==> src/rtl/ntt_pkg.sv <==
// Shared types, constants and helper functions for the NTT transform engine.
// Depends on nothing; every other file in rtl/ but ntt_ram imports it.
package ntt_pkg;

    localparam int COEFF_BITS = 23;
    localparam int LANES      = 4;
    localparam int MAX_SIZE   = 256;
    localparam int ADDR_BITS  = $clog2(MAX_SIZE);
    localparam int LANE_BITS  = $clog2(LANES);
    localparam int DATA_BITS  = LANES * COEFF_BITS;
    localparam int TDATA_BITS = ((DATA_BITS + 7) / 8) * 8;
    localparam int CFG_BITS   = 2;
    localparam int LOG_BITS   = 4;

    localparam logic [CFG_BITS-1:0] CFG_MODULUS  = 2'd0;
    localparam logic [CFG_BITS-1:0] CFG_ROOT     = 2'd1;
    localparam logic [CFG_BITS-1:0] CFG_LOG_SIZE = 2'd2;

    localparam logic [COEFF_BITS-1:0] MODULUS_RESET = 23'd8380417;
    localparam logic [COEFF_BITS-1:0] ROOT_RESET    = 23'd1753;
    localparam logic [LOG_BITS-1:0]   LOG_RESET     = 4'd8;
    localparam logic [COEFF_BITS-1:0] MODULUS_MIN   = 23'd3;
    localparam logic [LOG_BITS-1:0]   LOG_MIN       = 4'd6;
    localparam logic [LOG_BITS-1:0]   LOG_MAX       = 4'd8;

    typedef logic [COEFF_BITS-1:0] coeff_t;

    typedef struct packed {
        logic                   func;
        logic                   last;
        logic [LANES-1:0][COEFF_BITS-1:0] coeff;
    } item_t;

    // Reverse the low lg bits of v (lg between 6 and 8).
    function automatic logic [ADDR_BITS-1:0] rev_bits(input logic [ADDR_BITS-1:0] v,
                                                      input logic [LOG_BITS-1:0] lg);
        logic [ADDR_BITS-1:0] full;
        for (int b = 0; b < ADDR_BITS; b++) begin
            full[ADDR_BITS-1-b] = v[b];
        end
        return full >> (4'(ADDR_BITS) - lg);
    endfunction

endpackage

==> src/rtl/ntt_front.sv <==
// Front end: accepts input transfers, unpacks and tags them, and holds them
// in a two-entry queue for the back end. Depends on ntt_pkg.
module ntt_front
    import ntt_pkg::*;
(
    input  logic                  clk,
    input  logic                  rst_n,
    input  logic                  s_tvalid,
    output logic                  s_tready,
    input  logic [TDATA_BITS-1:0] s_tdata,
    input  logic                  s_tuser,
    input  logic                  s_tlast,
    output logic                  q_valid,
    output item_t                 q_item,
    input  logic                  q_pop
);

    item_t      ent_reg [2];
    logic       wr_ptr_reg;
    logic       rd_ptr_reg;
    logic [1:0] count_reg;
    item_t      in_item;
    logic       push;
    logic       pop;

    always_comb
    begin
        in_item.func = s_tuser;
        in_item.last = s_tlast;
        for (int l = 0; l < LANES; l++)
        begin
            in_item.coeff[l] = s_tdata[l*COEFF_BITS +: COEFF_BITS];
        end
    end

    assign s_tready = (count_reg != 2'd2);
    assign push     = s_tvalid && s_tready;
    assign q_valid  = (count_reg != 2'd0);
    assign pop      = q_pop && q_valid;
    assign q_item   = ent_reg[rd_ptr_reg];

    always_ff @(posedge clk or negedge rst_n)
    begin
        if (!rst_n)
        begin
            wr_ptr_reg <= 1'b0;
            rd_ptr_reg <= 1'b0;
            count_reg  <= '0;
        end
        else
        begin
            if (push)
            begin
                wr_ptr_reg <= ~wr_ptr_reg;
            end
            if (pop)
            begin
                rd_ptr_reg <= ~rd_ptr_reg;
            end
            count_reg <= count_reg + {1'b0, push} - {1'b0, pop};
        end
    end

    always_ff @(posedge clk)
    begin
        if (push)
        begin
            ent_reg[wr_ptr_reg] <= in_item;
        end
    end

endmodule

==> config.mk <==
export PLATFORM = sky130hd
export DESIGN_NAME = ntt_front
export DESIGN_NICKNAME = d
export VERILOG_FILES = /design/src/rtl/ntt_pkg.sv /design/src/rtl/ntt_front.sv
export SDC_FILE = /design/constraint.sdc
export NUM_CORES = 1
export LEC_CHECK = 0
export BUFFER_PORTS_ARGS = -buffer_cell sky130_fd_sc_hd__buf_2
export CAP_MARGIN = 15
export CORE_MARGIN = 2
export CORE_UTILIZATION = 36
export DETAILED_ROUTE_END_ITERATION = 10
export PLACE_DENSITY_LB_ADDON = 0.05
export SLEW_MARGIN = 20
export SYNTH_ARGS = -nofsm -noshare
export SYNTH_HDL_FRONTEND = slang
export SYNTH_SLANG_ARGS = --single-unit
==> constraint.sdc <==
create_clock -name clk -period 6.28 [get_ports clk]
set_input_delay 0.314 -clock clk [delete_from_list [all_inputs] [get_ports clk]]
set_output_delay 0.314 -clock clk [all_outputs]
set_load 0.02 [all_outputs]
# Word level (Yosys, flattened, before mapping)

Memories as Yosys holds them, arrays and structs flattened.
Cells that the tools add are included.

Output and inout bits: 96
RAM bits: 188
Memories: 1
ROM bits: 0
Bits in latches: 0
Flip-flop bits (word level): 4

Reduce and logical (&&, ||, !) cells: 3
Muxes and demuxes: 2
Div/mod/pow operators: 0
Multipliers: 0
Equality and inequality tests: 1
Shifts and indexed selects: 0
Order comparisons: 0
Bitwise gates (word level): 2
Add/sub/neg operators: 2

Memory list:

| memory  | depth | width | rd ports | clocked after memory_dff | write ports | line            | text |
|---|---|---|---|---|---|---|---|
| ent_reg | 2     | 94    | 1        | 0                        | 1           | ntt_front.sv:18 | `item_t ent_reg [2];` |

Operator list:

| operator                                    | number |
|---|---|
| 2-bit by 1-bit adder with 2-bit output      | 1 |
| 1-bit logical AND                           | 2 |
| 1-bit two-way mux                           | 2 |
| 2-bit != test (second input constant)       | 1 |
| 1-bit NOT                                   | 2 |
| 2-bit nonzero test                          | 1 |
| 2-bit by 1-bit subtractor with 2-bit output | 1 |

# Logic depth before layout (Yosys ltp)

Depth in word-level cells: 4
Gate-level depth with buffers: 7

# Least setup slack after synthesis

Ideal clock, no wire load.

Kind: register -> register
Start point: reg count_reg[1]
End point: mem ent_reg[0][0] (netlist bit), enable pin
Clock period less this slack: 5.220 ns
Arrival time: 4.672 ns
Cell stages (with the launch flop): 4
Library setup time: 0.548 ns
Buffers on the path: 0
Required time: 5.732 ns
Slack: 1.060 ns
Path through: dfrtp_1 -> nand2b_1 -> nand2_1 -> nor2_1

Cells in the longest elaborated chain, start to end: 4

RTL lines:

| what                                    | line            | text |
|---|---|---|
| start, declared                         | ntt_front.sv:21 | `logic [1:0] count_reg;` |
| start signal, assigned                  | ntt_front.sv:60 | `count_reg <= count_reg + {1'b0, push} - {1'b0, pop};` |
| 2-bit != test                           | ntt_front.sv:36 | `assign s_tready = (count_reg != 2'd2);` |
| named net s_tready                      | ntt_front.sv:9  | `output logic s_tready,` |
| 1-bit logical AND                       | ntt_front.sv:37 | `assign push = s_tvalid && s_tready;` |
| 1-bit two-way mux                       | ntt_front.sv:66 | `if (push)` |
| 1-bit two-way mux (not written as such) | ntt_front.sv:68 | `ent_reg[wr_ptr_reg] <= in_item;` |
| end, declared                           | ntt_front.sv:18 |  |

The timed path passes the listed nets, and every way through them passes these cells.

==> impl_metrics.ini <==
[clock_network]
clockRootBuffer = clkbuf_16
cts_tree = done
cts-resized-gates = 0
cts.reportedPaths.clkPinSlew_ps = 70
htree_levels = 4
post_cts_buffers = 0
clock_latency_ps = 420
cts_made_buffers = 17
clockBufferDepth = 2
cts_sinks = 192

[global_routing]
first_global_vias = 3629
antenna_found_initial = 0
grt_max_degree = 67
grt-ovfl-total = 0
grt_pass1_wl_um = 19700
track_usage_pct = 12.4

[drt]
drtIter0Drc = 135
wl_per_cell_um = 16.6
drtAntennaViolNets = 0
drt_pre_antenna_iters = 4
vias_per_cell = 4.43
via_count = 3506
wl_um = 13100
route.detailed.drc = 0

[setup_path]
path_class = register to output port
slowest_stage = dfrtp_4
cp_cell_sequence = buf_4, mux2_2, buf_2
arrival_ps = 2810
critPathMaxStageDelay_ps = 920
critPathMaxFanout = 54
required_ps = 5970
cp-end-kind = output port
start_kind = register

[sta]
finalHoldViolCount = 0
whs_ps = 77.2
fin_crit_ps = 3120
worst_slack_ps = 3160
tightestPinTransition_ps = 940
grt_setup_unrepaired = false
clock.fmax_ghz = 0.321
finClkSkew_ps = 7.30
fin_crit_sh_pct = 49.7
slew_headroom_pct = 37.3
fin_setup_tns_ps = 0
setup_viol = 0
finalMaxSlewViolations = 0

[placed_design]
place_ws_ps = 3500
portBuffers = 193
gp_congestion = 0.711
dpl.hpwl_um = 8280

[die]
row_count = 51
core_area_um2 = 19500
die_area_um2 = 21100
dieWidth_um = 145
start_util_pct = 36.8
chipHeight_um = 145
pin_count = 198

[cells_and_area]
nets = 619
layout_commonest_cell = buf_2
synthToLayoutAreaGrowth_pct = 24.7
drive_above_1_share_pct = 60.3
multi_input_area_um2 = 1350
utilization_pct = 45.9
num-fill-cells = 1787
seq_area_um2 = 5750
num_antenna_cells = 0
final_cell_mix = 193 x buf_2, 188 x edfxtp_1, 50 x mux2_4
largest_reg_flops = 188

[outcome]
outcome = finished clean

[synth]
syn-mean-instance-area_um2 = 23.2
synth-seq-cells = 192
synth_fa_ha_area_share_pct = 0.348
synthSimpleGateAreaFrac_pct = 0.452
synth_cell_types = 17
synth_seq_area_share_pct = 79.9
synthMuxAreaShare_pct = 17.3
synthesis.area_um2 = 7190
synth_cells = 310
ys.warnings.count = 0
syn_nets = 414
synth-compound-area-share_pct = 0
synth_xor_area_share_pct = 0.487
synth_top_family_by_area = multiplexers

[power_and_ir_drop]
power.density_nw_per_um2 = 481
ir_drop_v = 0.000192
cellLeakagePower_nw = 3.44

[run]
maxCapViolCount = 0

[min_path]
hold_path.class = input pin to register
synth_stat cells (all sizes together):
library cell | instances | area, um2
edfxtp | 188 | 5650
ha | 2 | 25.0
nand2 | 1 | 3.75
inv | 1 | 3.75
dfrtp | 4 | 100
xor2 | 1 | 8.76
nor2 | 1 | 3.75
nand2b | 1 | 6.26
buf | 11 | 103
or2 | 1 | 6.26
xnor2 | 3 | 26.3
mux2 | 94 | 1250
and2 | 1 | 6.26
and3 | 1 | 6.26
through the flow:
step                area [um2]  cells  power, W
floorplan                 7190    310   0.00300
global placement          8420    760   0.00338
detailed placement        8420    760   0.00340
CTS                       8960    792   0.00439
global route              8960    792   0.00453
finish                    8960    792   0.00431
power breakdown:
| part | switching (W) | leakage, nW | internal, W |
|---|---|---|---|
| Clock | 0.000440 | 0.243 | 0.000543 |
| Combinational | 0.000824 | 1.41 | 0.000619 |
| Sequential | 0.000132 | 1.79 | 0.00176 |
layer usage:
metal	up-vias	wire (um)	share of wire [%]	GRT usage, %
met5	-	0	0	0
met4	0	216	1.6	5.44
met3	16	1050	8.0	5.17
met2	124	6170	47	19.0
met1	1728	5700	43	15.4
li1	1638	-	-	-
what timing repair did:
action / CTS / global route
hold buffers: 1 / 0
endpoints found under the setup margin: 0 / 0
hold endpoints to repair: 4 / 0
area by class of cell:
| class | count | area share [%] |
|---|---|---|
| clock buffers | 21 | 4.91 |
| clock inverters | 10 | 0.991 |
| inverters | 1 | 0.0419 |
| multi-input cells | 106 | 15.1 |
| flip-flops and latches | 192 | 64.1 |
| well taps | 265 | 3.70 |
| repair buffers | 197 | 11.1 |
worst max-delay path, delay by kind of cell (launching register included):
kind                   cells  cell delay [ps]
buffers and inverters      2              950
DFF                        1              920
muxes                      1              420
kinds of logic after synthesis:
logic type / Yosys count
adders and majority gates: 2
DFF: 192
muxes: 94
buffers and inverters: 12
xor gates and xnor gates: 4
and+or+nand+nor: 6
final timing paths:
kind / start / to / slack, ps / depth (start not counted)
worst max-delay path: rd_ptr_reg / q_item[23] / 3160 / 3
worst min register to register: count_reg[0] / count_reg[0] / 530 / 1
max in group asynchronous: rst_n / rd_ptr_reg / 5900 / 2
worst max register to register: count_reg[1] / ent_reg[0][58] / 3560 / 4
min in group asynchronous: rst_n / count_reg[1] / 240 / 2
worst min-delay path: s_tlast / ent_reg[1][92] / 80 / 1
(Power assumes the default switching activity.)
